==> src/rtl/tsrs_pkg.sv <==
package tsrs_pkg;

  localparam int SWEEP_STEPS = 20;

  localparam int CLK_W   = 32;
  localparam int FREQ_W  = 16;
  localparam int MS_W    = 20;
  localparam int RELOAD_W = 16;

  localparam logic [CLK_W-1:0] CLK_HZ_RESET = CLK_W'(1193182);

  // step index counts 0 .. SWEEP_STEPS-1
  localparam int IDX_W = $clog2(SWEEP_STEPS + 1);

  // restoring divider: one quotient bit per cycle over the whole dividend
  localparam int DCNT_W = $clog2(CLK_W);

endpackage

==> src/rtl/tsrs_if.sv <==
interface tsrs_req_if;
  import tsrs_pkg::*;

  logic              valid;
  logic              ready;
  logic              req_type;
  logic [FREQ_W-1:0] first_freq_hz;
  logic [FREQ_W-1:0] final_freq_hz;
  logic [MS_W-1:0]   length_ms;

  modport source (output valid, req_type, first_freq_hz, final_freq_hz, length_ms,
                  input ready);
  modport sink (input valid, req_type, first_freq_hz, final_freq_hz, length_ms,
                output ready);
endinterface

interface tsrs_cmd_if;
  import tsrs_pkg::*;

  logic                valid;
  logic                ready;
  logic [RELOAD_W-1:0] reload_value;
  logic                reload_write;
  logic                reload_overflow;
  logic                speaker_gate;
  logic [MS_W-1:0]     hold_ms;
  logic                last;

  modport source (output valid, reload_value, reload_write, reload_overflow,
                  speaker_gate, hold_ms, last, input ready);
  modport sink (input valid, reload_value, reload_write, reload_overflow,
                speaker_gate, hold_ms, last, output ready);
endinterface

interface tsrs_cfg_if;
  import tsrs_pkg::*;

  logic             valid;
  logic             ready;
  logic [CLK_W-1:0] timer_clock_hz;

  modport source (output valid, timer_clock_hz, input ready);
  modport sink (input valid, timer_clock_hz, output ready);
endinterface

==> src/rtl/tone_sweep_reload_sequencer_unit.sv <==
// Tone / sweep command sequencer.
// in_ch: one beat per request (single tone or linear sweep). The block takes a
//   request only when idle and holds in_ch.ready low until the request's last
//   command beat has left on out_ch.
// out_ch: speaker commands, one output register; the final one of a request
//   carries last. A tone gives one or two commands, a sweep SWEEP_STEPS + 1.
// cfg_ch: timer clock rate, always ready; write it only between requests.
// Timing: every command with a nonzero frequency goes through one shared
//   restoring divider at one quotient bit per cycle, entered from a launch
//   state and followed by the output state. A sweep first runs the divider twice
//   more (hold time and step size).
// Stall: while out_ch.ready is low the command stays in the output register
//   and the sequencer waits; nothing is dropped.
// Reset: the timer clock register returns to 1193182 Hz, the sequencer goes
//   idle and out_ch.valid drops.
module tone_sweep_reload_sequencer_unit (
  input logic      clk,
  input logic      rst_n,
  tsrs_req_if.sink in_ch,
  tsrs_cmd_if.source out_ch,
  tsrs_cfg_if.sink cfg_ch
);
  import tsrs_pkg::*;

  localparam logic [1:0] S_IDLE   = 2'd0;
  localparam logic [1:0] S_DIV    = 2'd1;
  localparam logic [1:0] S_LAUNCH = 2'd2;
  localparam logic [1:0] S_OUT    = 2'd3;

  localparam logic [1:0] P_HOLD = 2'd0;
  localparam logic [1:0] P_STEP = 2'd1;
  localparam logic [1:0] P_CMD  = 2'd2;

  logic [1:0]          state_r, state_nxt;
  logic [1:0]          purp_r, purp_nxt;
  logic [CLK_W-1:0]    clk_hz_r, clk_hz_nxt;

  // divider
  logic [CLK_W-1:0]    quo_r, quo_nxt;
  logic [FREQ_W-1:0]   rem_r, rem_nxt;
  logic [FREQ_W-1:0]   dvs_r, dvs_nxt;
  logic [DCNT_W-1:0]   dcnt_r, dcnt_nxt;

  // request context
  logic                type_r, type_nxt;
  logic [FREQ_W-1:0]   first_r, first_nxt;
  logic [FREQ_W-1:0]   final_r, final_nxt;
  logic [FREQ_W-1:0]   freq_r, freq_nxt;
  logic [FREQ_W-1:0]   step_r, step_nxt;
  logic [MS_W-1:0]     hold_r, hold_nxt;
  logic [IDX_W-1:0]    idx_r, idx_nxt;

  // output register
  logic                ov_r, ov_nxt;
  logic [RELOAD_W-1:0] o_reload_r, o_reload_nxt;
  logic                o_wr_r, o_wr_nxt;
  logic                o_ovf_r, o_ovf_nxt;
  logic                o_gate_r, o_gate_nxt;
  logic [MS_W-1:0]     o_hold_r, o_hold_nxt;
  logic                o_last_r, o_last_nxt;

  // one divider step
  logic [FREQ_W:0]     shifted;
  logic                take;
  logic [FREQ_W:0]     trial;
  logic [CLK_W-1:0]    quo_step;
  logic [FREQ_W-1:0]   rem_step;

  logic [FREQ_W:0]     diff;
  logic [FREQ_W:0]     diff_mag;

  assign shifted  = {rem_r, quo_r[CLK_W-1]};
  assign take     = shifted >= {1'b0, dvs_r};
  assign trial    = shifted - {1'b0, dvs_r};
  assign quo_step = {quo_r[CLK_W-2:0], take};
  assign rem_step = take ? trial[FREQ_W-1:0] : shifted[FREQ_W-1:0];

  assign diff     = {1'b0, final_r} - {1'b0, first_r};
  assign diff_mag = diff[FREQ_W] ? (~diff + 1'b1) : diff;

  assign in_ch.ready  = (state_r == S_IDLE);
  assign cfg_ch.ready = 1'b1;

  assign out_ch.valid           = ov_r;
  assign out_ch.reload_value    = o_reload_r;
  assign out_ch.reload_write    = o_wr_r;
  assign out_ch.reload_overflow = o_ovf_r;
  assign out_ch.speaker_gate    = o_gate_r;
  assign out_ch.hold_ms         = o_hold_r;
  assign out_ch.last            = o_last_r;

  always_comb begin
    state_nxt    = state_r;
    purp_nxt     = purp_r;
    clk_hz_nxt   = clk_hz_r;
    quo_nxt      = quo_r;
    rem_nxt      = rem_r;
    dvs_nxt      = dvs_r;
    dcnt_nxt     = dcnt_r;
    type_nxt     = type_r;
    first_nxt    = first_r;
    final_nxt    = final_r;
    freq_nxt     = freq_r;
    step_nxt     = step_r;
    hold_nxt     = hold_r;
    idx_nxt      = idx_r;
    ov_nxt       = ov_r;
    o_reload_nxt = o_reload_r;
    o_wr_nxt     = o_wr_r;
    o_ovf_nxt    = o_ovf_r;
    o_gate_nxt   = o_gate_r;
    o_hold_nxt   = o_hold_r;
    o_last_nxt   = o_last_r;

    if (cfg_ch.valid) begin
      clk_hz_nxt = cfg_ch.timer_clock_hz;
    end

    unique case (state_r)
      S_IDLE: begin
        if (in_ch.valid) begin
          type_nxt  = in_ch.req_type;
          first_nxt = in_ch.first_freq_hz;
          final_nxt = in_ch.final_freq_hz;
          if (!in_ch.req_type) begin
            if (in_ch.first_freq_hz == '0) begin
              // silent tone: single gate-off hold
              ov_nxt       = 1'b1;
              o_reload_nxt = '0;
              o_wr_nxt     = 1'b0;
              o_ovf_nxt    = 1'b0;
              o_gate_nxt   = 1'b0;
              o_hold_nxt   = in_ch.length_ms;
              o_last_nxt   = 1'b1;
              state_nxt    = S_OUT;
            end else begin
              freq_nxt  = in_ch.first_freq_hz;
              hold_nxt  = in_ch.length_ms;
              state_nxt = S_LAUNCH;
            end
          end else begin
            quo_nxt   = CLK_W'(in_ch.length_ms);
            rem_nxt   = '0;
            dvs_nxt   = FREQ_W'(SWEEP_STEPS);
            dcnt_nxt  = '0;
            purp_nxt  = P_HOLD;
            state_nxt = S_DIV;
          end
        end
      end

      S_DIV: begin
        quo_nxt  = quo_step;
        rem_nxt  = rem_step;
        dcnt_nxt = dcnt_r + 1'b1;
        if (dcnt_r == DCNT_W'(CLK_W - 1)) begin
          unique case (purp_r)
            P_HOLD: begin
              hold_nxt = quo_step[MS_W-1:0];
              quo_nxt  = CLK_W'(diff_mag);
              rem_nxt  = '0;
              dcnt_nxt = '0;
              purp_nxt = P_STEP;
            end
            P_STEP: begin
              // truncate toward zero: divide the magnitude, then restore sign
              step_nxt  = diff[FREQ_W] ? (~quo_step[FREQ_W-1:0] + 1'b1)
                                       : quo_step[FREQ_W-1:0];
              freq_nxt  = first_r;
              idx_nxt   = '0;
              state_nxt = S_LAUNCH;
            end
            P_CMD: begin
              ov_nxt       = 1'b1;
              o_reload_nxt = quo_step[RELOAD_W-1:0];
              o_wr_nxt     = 1'b1;
              o_ovf_nxt    = |quo_step[CLK_W-1:RELOAD_W];
              o_gate_nxt   = 1'b1;
              o_hold_nxt   = hold_r;
              o_last_nxt   = 1'b0;
              state_nxt    = S_OUT;
            end
            default: begin
              state_nxt = S_IDLE;
            end
          endcase
        end
      end

      S_LAUNCH: begin
        if (freq_r == '0) begin
          // zero step frequency inside a sweep: gate stays on, no reload
          ov_nxt       = 1'b1;
          o_reload_nxt = '0;
          o_wr_nxt     = 1'b0;
          o_ovf_nxt    = 1'b0;
          o_gate_nxt   = 1'b1;
          o_hold_nxt   = hold_r;
          o_last_nxt   = 1'b0;
          state_nxt    = S_OUT;
        end else begin
          quo_nxt   = clk_hz_r;
          rem_nxt   = '0;
          dvs_nxt   = freq_r;
          dcnt_nxt  = '0;
          purp_nxt  = P_CMD;
          state_nxt = S_DIV;
        end
      end

      S_OUT: begin
        if (out_ch.ready) begin
          ov_nxt = 1'b0;
          if (o_last_r) begin
            state_nxt = S_IDLE;
          end else if (!type_r || idx_r == IDX_W'(SWEEP_STEPS - 1)) begin
            // closing gate-off beat
            ov_nxt       = 1'b1;
            o_reload_nxt = '0;
            o_wr_nxt     = 1'b0;
            o_ovf_nxt    = 1'b0;
            o_gate_nxt   = 1'b0;
            o_hold_nxt   = '0;
            o_last_nxt   = 1'b1;
          end else begin
            idx_nxt   = idx_r + 1'b1;
            freq_nxt  = freq_r + step_r;
            state_nxt = S_LAUNCH;
          end
        end
      end

      default: begin
        state_nxt = S_IDLE;
      end
    endcase
  end

  always_ff @(posedge clk) begin
    if (!rst_n) begin
      state_r  <= S_IDLE;
      ov_r     <= 1'b0;
      clk_hz_r <= CLK_HZ_RESET;
    end else begin
      state_r  <= state_nxt;
      ov_r     <= ov_nxt;
      clk_hz_r <= clk_hz_nxt;
    end
  end

  always_ff @(posedge clk) begin
    purp_r     <= purp_nxt;
    quo_r      <= quo_nxt;
    rem_r      <= rem_nxt;
    dvs_r      <= dvs_nxt;
    dcnt_r     <= dcnt_nxt;
    type_r     <= type_nxt;
    first_r    <= first_nxt;
    final_r    <= final_nxt;
    freq_r     <= freq_nxt;
    step_r     <= step_nxt;
    hold_r     <= hold_nxt;
    idx_r      <= idx_nxt;
    o_reload_r <= o_reload_nxt;
    o_wr_r     <= o_wr_nxt;
    o_ovf_r    <= o_ovf_nxt;
    o_gate_r   <= o_gate_nxt;
    o_hold_r   <= o_hold_nxt;
    o_last_r   <= o_last_nxt;
  end

endmodule
==> src/flat_wrapper.sv <==
// flat-port wrapper written by rule: the top's interface ports become plain ports
module tone_sweep_reload_sequencer_unit_flat import tsrs_pkg::*;
  (clk, rst_n, in_ch_valid, in_ch_req_type, in_ch_first_freq_hz, in_ch_final_freq_hz, in_ch_length_ms, in_ch_ready, out_ch_valid, out_ch_reload_value, out_ch_reload_write, out_ch_reload_overflow, out_ch_speaker_gate, out_ch_hold_ms, out_ch_last, out_ch_ready, cfg_ch_valid, cfg_ch_timer_clock_hz, cfg_ch_ready);
  tsrs_req_if in_ch_i ();
  tsrs_cmd_if out_ch_i ();
  tsrs_cfg_if cfg_ch_i ();
  input logic clk;
  input logic rst_n;
  input wire logic [$bits(in_ch_i.valid)-1:0] in_ch_valid;
  input wire logic [$bits(in_ch_i.req_type)-1:0] in_ch_req_type;
  input wire logic [$bits(in_ch_i.first_freq_hz)-1:0] in_ch_first_freq_hz;
  input wire logic [$bits(in_ch_i.final_freq_hz)-1:0] in_ch_final_freq_hz;
  input wire logic [$bits(in_ch_i.length_ms)-1:0] in_ch_length_ms;
  output wire logic [$bits(in_ch_i.ready)-1:0] in_ch_ready;
  output wire logic [$bits(out_ch_i.valid)-1:0] out_ch_valid;
  output wire logic [$bits(out_ch_i.reload_value)-1:0] out_ch_reload_value;
  output wire logic [$bits(out_ch_i.reload_write)-1:0] out_ch_reload_write;
  output wire logic [$bits(out_ch_i.reload_overflow)-1:0] out_ch_reload_overflow;
  output wire logic [$bits(out_ch_i.speaker_gate)-1:0] out_ch_speaker_gate;
  output wire logic [$bits(out_ch_i.hold_ms)-1:0] out_ch_hold_ms;
  output wire logic [$bits(out_ch_i.last)-1:0] out_ch_last;
  input wire logic [$bits(out_ch_i.ready)-1:0] out_ch_ready;
  input wire logic [$bits(cfg_ch_i.valid)-1:0] cfg_ch_valid;
  input wire logic [$bits(cfg_ch_i.timer_clock_hz)-1:0] cfg_ch_timer_clock_hz;
  output wire logic [$bits(cfg_ch_i.ready)-1:0] cfg_ch_ready;
  assign in_ch_i.valid = in_ch_valid;
  assign in_ch_i.req_type = in_ch_req_type;
  assign in_ch_i.first_freq_hz = in_ch_first_freq_hz;
  assign in_ch_i.final_freq_hz = in_ch_final_freq_hz;
  assign in_ch_i.length_ms = in_ch_length_ms;
  assign in_ch_ready = in_ch_i.ready;
  assign out_ch_valid = out_ch_i.valid;
  assign out_ch_reload_value = out_ch_i.reload_value;
  assign out_ch_reload_write = out_ch_i.reload_write;
  assign out_ch_reload_overflow = out_ch_i.reload_overflow;
  assign out_ch_speaker_gate = out_ch_i.speaker_gate;
  assign out_ch_hold_ms = out_ch_i.hold_ms;
  assign out_ch_last = out_ch_i.last;
  assign out_ch_i.ready = out_ch_ready;
  assign cfg_ch_i.valid = cfg_ch_valid;
  assign cfg_ch_i.timer_clock_hz = cfg_ch_timer_clock_hz;
  assign cfg_ch_ready = cfg_ch_i.ready;
  tone_sweep_reload_sequencer_unit u_core (.clk(clk), .rst_n(rst_n), .in_ch(in_ch_i), .out_ch(out_ch_i), .cfg_ch(cfg_ch_i));
endmodule
==> config.mk <==
export PLATFORM = sky130hd
export DESIGN_NAME = tone_sweep_reload_sequencer_unit_flat
export DESIGN_NICKNAME = d
export VERILOG_FILES = /design/src/rtl/tsrs_pkg.sv /design/src/rtl/tsrs_if.sv /design/src/rtl/tone_sweep_reload_sequencer_unit.sv /design/src/flat_wrapper.sv
export SDC_FILE = /design/constraint.sdc
export NUM_CORES = 1
export LEC_CHECK = 0
export BUFFER_PORTS_ARGS = -buffer_cell sky130_fd_sc_hd__clkbuf_2
export CORE_ASPECT_RATIO = 0.5
export CORE_UTILIZATION = 40
export CTS_CLUSTER_DIAMETER = 100
export DETAILED_ROUTE_END_ITERATION = 8
export SLEW_MARGIN = 20
export SYNTH_ARGS = -nofsm -noshare
export SYNTH_HDL_FRONTEND = slang
export SYNTH_SLANG_ARGS = --single-unit
==> constraint.sdc <==
create_clock -name clk -period 7.75 [get_ports clk]
set_input_delay 1.55 -clock clk [delete_from_list [all_inputs] [get_ports clk]]
set_output_delay 1.55 -clock clk [all_outputs]
set_load 0.01 [all_outputs]
==> results of run 1 <==
per-stage QoR:
stage	std cells	power, mW
2_1_floorplan	1155	3.93
3_3_place_gp	1671	4.63
3_5_place_dp	1671	4.69
4_1_cts	1712	5.83
5_1_grt	1712	6.20
6_report	1713	5.82
where the power goes:
group	internal, mW	total (mW)	leakage (nW)	switching (mW)
clock	0.648	1.14	0.351	0.487
combinational	0.943	2.48	3.28	1.53
sequential	1.96	2.21	2.23	0.242
cells in the mapped netlist (all sizes together), types with 3 or more instances:
| master | instances |
|---|---|
| a211oi | 14 |
| nand4 | 7 |
| nor2b | 41 |
| mux2i | 47 |
| a21oi | 64 |
| ha | 59 |
| xnor2 | 30 |
| inv | 68 |
| a21o | 34 |
| nand2b | 9 |
| o211ai | 3 |
| nor2 | 98 |
| buf | 12 |
| fa | 3 |
| nor3b | 3 |
| a22oi | 37 |
| or3 | 4 |
| o211a | 3 |
| o41ai | 4 |
| edfxtp | 201 |
| nor4 | 16 |
| xor2 | 34 |
| o311ai | 5 |
| a22o | 21 |
| dfxtp | 35 |
| o2111ai | 3 |
| a31oi | 12 |
| and3 | 4 |
| o21ai | 47 |
| nand3 | 15 |
| and2 | 31 |
| mux2 | 5 |
| a21boi | 4 |
| clkbuf | 42 |
| a41oi | 5 |
| nand2 | 71 |
| nor3 | 19 |
| o31ai | 3 |
| o21bai | 8 |
flip-flops by register name, indices dropped and copies added (netlist names), 5 cells and up:
name,count
u_core.clk_hz_r,32
u_core.dcnt_r,5
u_core.dvs_r,16
u_core.final_r,16
u_core.first_r,16
u_core.freq_r,16
u_core.hold_r,20
u_core.idx_r,5
u_core.out_ch.hold_ms,20
u_core.out_ch.reload_value,16
u_core.quo_r,32
u_core.rem_r,16
u_core.step_r,16
per-layer routing:
metal | global-route usage (%) | vias up
li1 | - | 4504
met1 | 28.2 | 4629
met2 | 34.7 | 249
met3 | 4.18 | 33
met4 | 4.61 | 0
met5 | 0 | -
cell families (layout without fill, tap and decap cells):
family,Yosys count,in the layout,share of synthesized area (%)
xor+xnor,64,64,4.41
simple gates,326,326,12.6
buf+inv,123,257,3.79
fa+ha+maj,62,62,6.28
other cells,1,2,0.0295
mux,52,52,4.14
compound gates,291,291,15.8
flops,236,236,53.0
how the worst max path moves through the flow:
stage	to	depth (start not counted)
after floorplan	u_core.dcnt_r[0]$_SDFFCE_PN0P_	3
after global placement	u_core.out_ch.hold_ms[15]$_DFFE_PP_	6
after detailed placement	u_core.out_ch.reload_value[12]$_SDFFCE_PN0P_	6
after CTS	u_core.quo_r[8]$_DFFE_PP_	12
after global routing	u_core.quo_r[15]$_DFFE_PP_	11
final	u_core.out_ch.hold_ms[12]$_DFFE_PP_	6
final cells by class:
cell class | instances | area [sq um] | area share, %
timing repair buffer | 147 | 776 | 5.32
clock inverter | 11 | 135 | 0.927
antenna | 1 | 2.50 | 0.0172
sequential | 236 | 6740 | 46.2
clock buffer | 30 | 602 | 4.13
inverter | 69 | 259 | 1.78
tap | 423 | 529 | 3.63
multi-input combinational | 796 | 5540 | 38.0
worst max-delay path, stage by stage:
cell and delay (ns):
clkbuf_2 0.11, nor4_1 0.32, nand4_1 0.23, or3_1 0.36, a221oi_1 0.44, and2_2 0.93
==> results.json, run 1 <==
{
  "status": "finished clean",
  "first_pass_iters": 5,
  "dpl.hpwl_mm": 24.4,
  "grt_overflow": 0,
  "pre_cts_ws_ns": 3.41,
  "start_kind": "input pin",
  "vias_per_cell": 5.50,
  "path_max_fanout": 40,
  "grt_use_total_pct": 20.9,
  "wirelength_met1_mm": 15.2,
  "slew_viol_final": 0,
  "antenna_found_initial": 0,
  "period_needed_ns": 3.83,
  "final_common_cell": "edfxtp_1",
  "grt_max_degree": 57,
  "crit_required_ns": 7.89,
  "fillers": 2834,
  "syn_avg_cell_area_sq_um": 11.0,
  "design_area_sq_um": 14600,
  "areaGrowthSynthToFinish_pct": 14.7,
  "wl_per_cell_um": 19.5,
  "clock_latency_ns": 0.52,
  "crit_type": "in2reg",
  "clk_path_buf_depth": 3,
  "cts_buffers": 23,
  "cts_root_buffer": "clkbuf_16",
  "num_rows": 45,
  "placed_area_sq_um": 13800,
  "startpoint": "in_ch_first_freq_hz[6]",
  "grt_pass1_wl_mm": 52.4,
  "nets": 1425,
  "cts_hold_buf": 0,
  "grt_pass1_vias": 9367,
  "cts_resized": 0,
  "async_flop_share_pct": 0,
  "ir_drop_mv": 0.156,
  "pin_count": 133,
  "finalClockSkew_ns": 0.00937,
  "hold_path_depth": 2,
  "worst_slack_ns": 3.92,
  "yosysWarningCount": 0,
  "worstMarginPinSlew_ns": 1.05,
  "worstPathArrival_ns": 3.97,
  "layout_common_cells": "201 x edfxtp_1, 130 x clkbuf_2, 95 x nor2_1, 71 x nand2_1, 68 x inv_1",
  "syn-num-nets": 1307,
  "htree_num_levels": 1,
  "reg2reg_from": "u_core.first_r[0]$_DFFE_PP_",
  "power_density_nw_per_um2": 399,
  "initial_core_util_pct": 41.3,
  "maxCapViolCount": 0,
  "synthTopCellsByArea": "edfxtp_1 47%, ha_1 5.8%, dfxtp_1 5.5%",
  "core_sq_um": 30800,
  "r2r_end": "u_core.quo_r[2]$_DFFE_PP_",
  "yosysSeqAreaShare_pct": 53.0,
  "synth_top_area_share_pct": 47.5,
  "synth_ff_type": "edfxtp_1",
  "top_layer": "met4",
  "tritoncts": "built",
  "finalSetupTns_ns": 0,
  "synth.distinct_cells": 76,
  "drtIter0Drc": 611,
  "route.detailed.drc": 0,
  "whs_ns": 0.482,
  "synth-seq-cells": 236,
  "p_leak_nw": 5.86,
  "rsz0062_at_grt": "no",
  "numClockSinks": 236,
  "min_from": "u_core.clk_hz_r[2]$_SDFFE_PN1P_",
  "synth_edf_count": 201,
  "ff2ff_path_depth": 12,
  "num_vias": 9415,
  "gp_congestion": 0.873,
  "hold_class": "reg2reg",
  "wl_met3_mm": 1.89,
  "setup_violations": 0,
  "die_h_um": 128,
  "io_buffer_count": 131,
  "die_area_sq_um": 32600,
  "max_freq_mhz": 261,
  "yosysTopAreaCell": "edfxtp_1",
  "slew_headroom_pct": 30.3,
  "drt-total-wl_mm": 33.5,
  "rrSetupSlack_ns": 3.95,
  "finalCritPeriodShare_pct": 49.4,
  "post-route-util_pct": 47.4,
  "endpoint_kind": "flop",
  "syn_area_sq_um": 12700,
  "dr_wl_met2_mm": 15.8,
  "die_width_um": 254,
  "synth_cells": 1155,
  "antenna_left": 0,
  "hold_viol_final": 0,
  "post_route_cells_drive_above_1_share_pct": 16.1,
  "clkTransAtPathRegs_ns": 0.06,
  "cts_setup_buffers": 0,
  "min_to": "u_core.clk_hz_r[2]$_SDFFE_PN1P_"
}
Note: power is estimated with default switching activity, not from simulation.
==> inputs of run 2 (changes only) <==
==> constraint.sdc (replaced) <==
create_clock -name clk -period 3.36 [get_ports clk]
set_input_delay 0.672 -clock clk [delete_from_list [all_inputs] [get_ports clk]]
set_output_delay 0.672 -clock clk [all_outputs]
set_load 0.01 [all_outputs]
==> results.json, run 2 (same netlist as run 1, synthesis figures left out) <==
{
  "areaGrowthSynthToFinish_pct": 20.7,
  "slew_viol_final": 0,
  "design_area_sq_um": 15400,
  "clkTransAtPathRegs_ns": 0.06,
  "wl_per_cell_um": 19.5,
  "tritoncts": "built",
  "endpoint_kind": "flop",
  "nets": 1479,
  "ir_drop_mv": 0.442,
  "num_vias": 9711,
  "multi_input_area_sq_um": 5800,
  "die_h_um": 128,
  "cp.buffers_inverters": 3,
  "layout_common_cells": "201 x edfxtp_1, 131 x clkbuf_2, 93 x nor2_1, 71 x nand2_1, 68 x inv_1",
  "hold_viol_final": 0,
  "finalClockSkew_ns": 0.0122,
  "clock_latency_ns": 0.53,
  "seqCellArea_sq_um": 6740,
  "dp_cells": 1719,
  "rsz0062_at_grt": "yes",
  "maxCapViolCount": 0,
  "dpl.hpwl_mm": 25.3,
  "core_sq_um": 30800,
  "diodes": 0,
  "start_kind": "flop",
  "grt_pass1_vias": 9585,
  "slew_headroom_pct": 27.5,
  "antenna_found_initial": 1,
  "max_freq_mhz": 299,
  "cts_root_buffer": "clkbuf_16",
  "cts_buffers": 24,
  "grt_pass1_wl_mm": 53.6,
  "grt_use_total_pct": 21.2,
  "die_area_sq_um": 32600,
  "slowest_stage": "or4_1",
  "route.detailed.drc": 0,
  "gp_congestion": 0.889,
  "num_rows": 45,
  "vias_per_cell": 5.49,
  "pin_count": 133,
  "worstPathArrival_ns": 3.72,
  "worstPathCellList": "inv_1 > ha_1 > a21o_1 > or3_4 > o211a_1 > buf_6 > or4_4 > o311a_4 > buf_4 > nor2_4 > nand3_1 > or4_1 > a31oi_1",
  "drt-total-wl_mm": 34.5,
  "stdcell_count": 1768,
  "period_needed_ns": 3.34,
  "die_width_um": 254,
  "antenna_left": 0,
  "power_density_nw_per_um2": 939,
  "first_pass_iters": 5,
  "crit_required_ns": 3.73,
  "crit_family": "simple AND/OR/NAND/NOR gates",
  "crit_type": "reg2reg",
  "finalSetupTns_ns": 0,
  "setup_violations": 0,
  "fillers": 2772,
  "drtIter0Drc": 637,
  "grt_max_degree": 54,
  "grt_overflow": 0,
  "largestRegisters": "u_core.clk_hz_r (32), u_core.quo_r (32)",
  "placed_area_sq_um": 14200,
  "finalCritPeriodShare_pct": 99.5,
  "critPathMaxStageDelay_ns": 0.49,
  "worstMarginPinSlew_ns": 1.08,
  "numClockSinks": 236,
  "hold_class": "in2reg",
  "p_leak_nw": 6.27,
  "post_route_cells_drive_above_1_share_pct": 22.2,
  "final_common_cell": "edfxtp_1",
  "status": "finished clean",
  "initial_core_util_pct": 41.3,
  "htree_num_levels": 1,
  "clk_path_buf_depth": 3,
  "io_buffer_count": 131,
  "path_max_fanout": 4
}
run 2: cell count changes in the layout (fill, tap and decap cells not counted), moves of 3 or more:
cell and change:
a21oi_2 +5, o21ai_0 -6, clkbuf_8 +3, o41ai_1 -3, o21ai_1 +4, clkbuf_16 +3
buf_4 +50, a21oi_1 -6
run 2: where the power goes:
part / leakage (nW) / internal (mW) / switching (mW)
Clock: 0.409 / 1.71 / 1.16
Sequential: 2.23 / 4.52 / 0.567
Combinational: 3.63 / 2.64 / 3.82
run 2: path summary, 6_finish.rpt:
kind,slack [ns],cells past startpoint,startpoint,to
worst max-delay path,0.02,13,u_core.first_r[4]$_DFFE_PP_,u_core.quo_r[16]$_DFFE_PP_
worst min-delay path,0.32,1,in_ch_final_freq_hz[10],u_core.final_r[10]$_DFFE_PP_
worst max register to register,0.02,13,u_core.first_r[4]$_DFFE_PP_,u_core.quo_r[16]$_DFFE_PP_
worst min register to register,0.48,2,u_core.clk_hz_r[2]$_SDFFE_PN1P_,u_core.clk_hz_r[2]$_SDFFE_PN1P_
run 2: worst register-to-register path, stage by stage (launching register included):
cell and delay [ns]:
edfxtp_1 0.39, inv_1 0.08, ha_1 0.23, a21o_1 0.22, or3_4 0.34, o211a_1 0.26
buf_6 0.13, or4_4 0.41, o311a_4 0.17, buf_4 0.15, nor2_4 0.10, nand3_1 0.07
or4_1 0.49, a31oi_1 0.15
run 2: area by class of cell:
| class | count | area share (%) |
|---|---|---|
| well taps | 423 | 3.45 |
| multi-input cells | 796 | 37.8 |
| clock inverters | 9 | 0.815 |
| clock buffers | 35 | 4.65 |
| flip-flops and latches | 236 | 43.9 |
| repair buffers | 200 | 7.77 |
| inverters | 69 | 1.69 |
run 2: per-stage QoR:
stage	utilization (%)	hold WS, ns	setup WS [ns]	power (mW)
6_report	49.9	0.322	0.0160	14.4
3_3_place_gp	46.1	0.462	-0.100	11.1
5_1_grt	49.9	0.297	-0.0907	15.3
3_5_place_dp	46.2	0.466	-0.234	11.3
4_1_cts	49.1	0.296	-0.0201	14.2
2_1_floorplan	-	0.441	0.00203	9.06
run 2: timing repair:
item                       in CTS  in global routing
resized for setup              11                 43
hold endpoints to repair        0                  0
hold buffers                    0                  0
pin swaps                       5                 29
setup endpoints to repair       9                 29
setup buffers                   1                  5
run 2: layer usage:
layer | vias up | wire (um) | track usage (%) | share of wire [%]
met2 | 246 | 16300 | 35.5 | 47
li1 | 4599 | - | - | -
met1 | 4823 | 15600 | 29.2 | 45
met3 | 43 | 2020 | 3.39 | 5.9
met4 | 0 | 606 | 4.29 | 1.8
met5 | - | 0 | 0 | 0
==> inputs of run 3 (changes only) <==
--- a/config.mk
+++ b/config.mk
@@ -9,7 +9,10 @@
 export CORE_ASPECT_RATIO = 0.5
 export CORE_UTILIZATION = 40
 export CTS_CLUSTER_DIAMETER = 100
+export CTS_CLUSTER_SIZE = 10
 export DETAILED_ROUTE_END_ITERATION = 8
+export PLACE_DENSITY_LB_ADDON = 0.05
+export RECOVER_POWER = 25
 export SLEW_MARGIN = 20
 export SYNTH_ARGS = -nofsm -noshare
 export SYNTH_HDL_FRONTEND = slang
==> results.json, run 3 (same netlist as run 1, synthesis figures left out) <==
{
  "status": "finished, violations left",
  "violations": "capacitance limit, slew limit",
  "seq_power_share_pct": 35.8,
  "p_leak_nw": 6.06,
  "path_max_fanout": 3,
  "slowest_stage": "or4_1",
  "io_buffer_count": 131,
  "slew_viol_final": 33,
  "drtIter0Drc": 680,
  "worstPathArrival_ns": 3.73,
  "reg2reg_from": "u_core.first_r[0]$_DFFE_PP_",
  "num_vias": 9713,
  "crit_required_ns": 3.77,
  "largestRegisters": "u_core.clk_hz_r (32), u_core.quo_r (32)",
  "p_sw_mw": 5.55,
  "clkTransAtPathRegs_ns": 0.06,
  "clock_latency_ns": 0.56,
  "numClockSinks": 236,
  "die_area_sq_um": 32600,
  "maxCapViolCount": 1,
  "post-route-util_pct": 49.6,
  "rrSetupSlack_ns": 0.04,
  "gp_congestion": 0.919,
  "critPathMaxStageDelay_ns": 0.48,
  "grt_max_degree": 54,
  "route.detailed.drc": 0,
  "r2r_end": "u_core.quo_r[16]$_DFFE_PP_",
  "grt_overflow": 0,
  "crit_path_end": "u_core.quo_r[16]$_DFFE_PP_",
  "dp_cells": 1718,
  "slew_headroom_pct": -63.6,
  "htree_num_levels": 1,
  "rsz0062_at_grt": "yes",
  "die_width_um": 254,
  "wl_per_cell_um": 20.0,
  "max_freq_mhz": 302,
  "switching_share_pct": 38.8,
  "grt_pass1_vias": 9596,
  "start_kind": "flop",
  "core_sq_um": 30800,
  "cts_buffers": 27,
  "grt_use_total_pct": 22.0,
  "dpl.hpwl_mm": 26.1,
  "finalClockSkew_ns": 0.0330,
  "cts_root_buffer": "clkbuf_16",
  "areaGrowthSynthToFinish_pct": 20.0,
  "nets": 1487,
  "crit_type": "reg2reg",
  "cts_hold_buf": 0,
  "ff2ff_path_depth": 12,
  "diodes": 0,
  "startpoint": "u_core.first_r[0]$_DFFE_PP_",
  "grt_pass1_wl_mm": 54.9,
  "p_int_mw": 8.75,
  "num_rows": 45,
  "hold_class": "in2reg",
  "vias_per_cell": 5.46,
  "initial_core_util_pct": 41.3,
  "clk_path_buf_depth": 3,
  "stdcell_count": 1779,
  "drt-total-wl_mm": 35.5,
  "power_density_nw_per_um2": 937,
  "antenna_found_initial": 0,
  "final_common_cell": "edfxtp_1",
  "setup_violations": 0,
  "layout_common_cells": "201 x edfxtp_1, 94 x nor2_1, 83 x clkbuf_2, 71 x nand2_1, 70 x buf_4",
  "finalCritPeriodShare_pct": 98.7,
  "share_clk_of_total_power_pct": 19.3,
  "post_route_cells_drive_above_1_share_pct": 17.8,
  "pin_count": 133,
  "ir_drop_mv": 0.406,
  "finalSetupTns_ns": 0,
  "first_pass_iters": 5,
  "endpoint_kind": "flop",
  "tritoncts": "built",
  "period_needed_ns": 3.32,
  "combPwrFrac_pct": 45.0,
  "worstMarginPinSlew_ns": 2.45,
  "worstPathCellList": "ha_4 > fa_2 > nand2b_4 > a221oi_1 > o2bb2ai_1 > a211oi_2 > o211ai_1 > buf_4 > nor2_4 > nand3_1 > or4_1 > a31oi_1",
  "die_h_um": 128,
  "antenna_left": 0,
  "hold_viol_final": 0
}
run 3: changes by cell type in the layout (fill, tap and decap cells not counted), moves of 2 or more:
cell and change:
buf_4 +4, a21oi_2 -3, clkbuf_8 -3, clkinv_2 -3
and2_1 -14, clkbuf_1 +62, bufinv_16 -2, clkbuf_2 -48
o41ai_4 -2, and2_0 +14, a21oi_1 +3
run 3: worst min path at each step:
stage | startpoint | endpoint | slack [ns] | cells after the start
after CTS | in_ch_final_freq_hz[11] | u_core.final_r[11]$_DFFE_PP_ | 0.26 | 1
after global placement | u_core.clk_hz_r[13]$_SDFFE_PN1P_ | u_core.clk_hz_r[13]$_SDFFE_PN1P_ | 0.46 | 2
after detailed placement | u_core.clk_hz_r[6]$_SDFFE_PN1P_ | u_core.clk_hz_r[6]$_SDFFE_PN1P_ | 0.46 | 2
after floorplan | u_core.clk_hz_r[13]$_SDFFE_PN1P_ | u_core.clk_hz_r[13]$_SDFFE_PN1P_ | 0.44 | 2
after global routing | in_ch_final_freq_hz[13] | u_core.final_r[13]$_DFFE_PP_ | 0.27 | 1
final | in_ch_final_freq_hz[11] | u_core.final_r[11]$_DFFE_PP_ | 0.29 | 1
run 3: cell type report:
cell class | instances | area (sq um)
clock inverters | 2 | 38.8
repair buffers | 205 | 1180
multi-input cells | 796 | 5760
fillers | 2891 | 15500
well taps | 423 | 529
flip-flops and latches | 236 | 6740
inverters | 69 | 259
clock buffers | 48 | 754
run 3: power by group through the flow:
stage / combinational [mW] / sequential [mW] / clock, mW
3_3_place_gp: 6.10 / 5.14 / 0
5_1_grt: 7.12 / 5.19 / 2.97
4_1_cts: 6.27 / 5.11 / 2.84
6_report: 6.43 / 5.11 / 2.76
2_1_floorplan: 4.04 / 5.01 / 0
3_5_place_dp: 6.18 / 5.15 / 0
run 3: stage by stage:
stage / hold WS [ns] / power (mW) / worst slack [ns] / cell area [sq um]
3_3_place_gp: 0.458 / 11.2 / -0.109 / 14200
5_1_grt: 0.274 / 15.3 / -0.110 / 15300
6_report: 0.285 / 14.3 / 0.0445 / 15300
2_1_floorplan: 0.441 / 9.06 / 0.00203 / 12700
3_5_place_dp: 0.463 / 11.3 / -0.210 / 14200
4_1_cts: 0.255 / 14.2 / 0.00329 / 15100
run 3: what timing repair did:
action                                  4_1_cts  5_1_grt
buffers inserted                              2        9
endpoints found under the setup margin       10       24
resized for setup                            11       36
pin swaps                                     8       29
run 3: layer usage:
layer,GRT usage (%),up-vias,part of all wire (%)
met5,0,-,0
met2,35.2,273,46
met4,5.42,0,2.3
li1,-,4630,-
met1,31.5,4763,47
met3,3.17,47,4.9
run 3: critical path, delay by kind of cell (launching register included):
| family | cells | cell delay [ns] |
|---|---|---|
| AO/OA/AOI/OAI | 5 | 1.16 |
| AND/OR/NAND/NOR | 4 | 0.86 |
| adder cells (fa/ha/maj) | 2 | 0.55 |
| flip-flops | 1 | 0.43 |
| buffers and inverters | 1 | 0.19 |
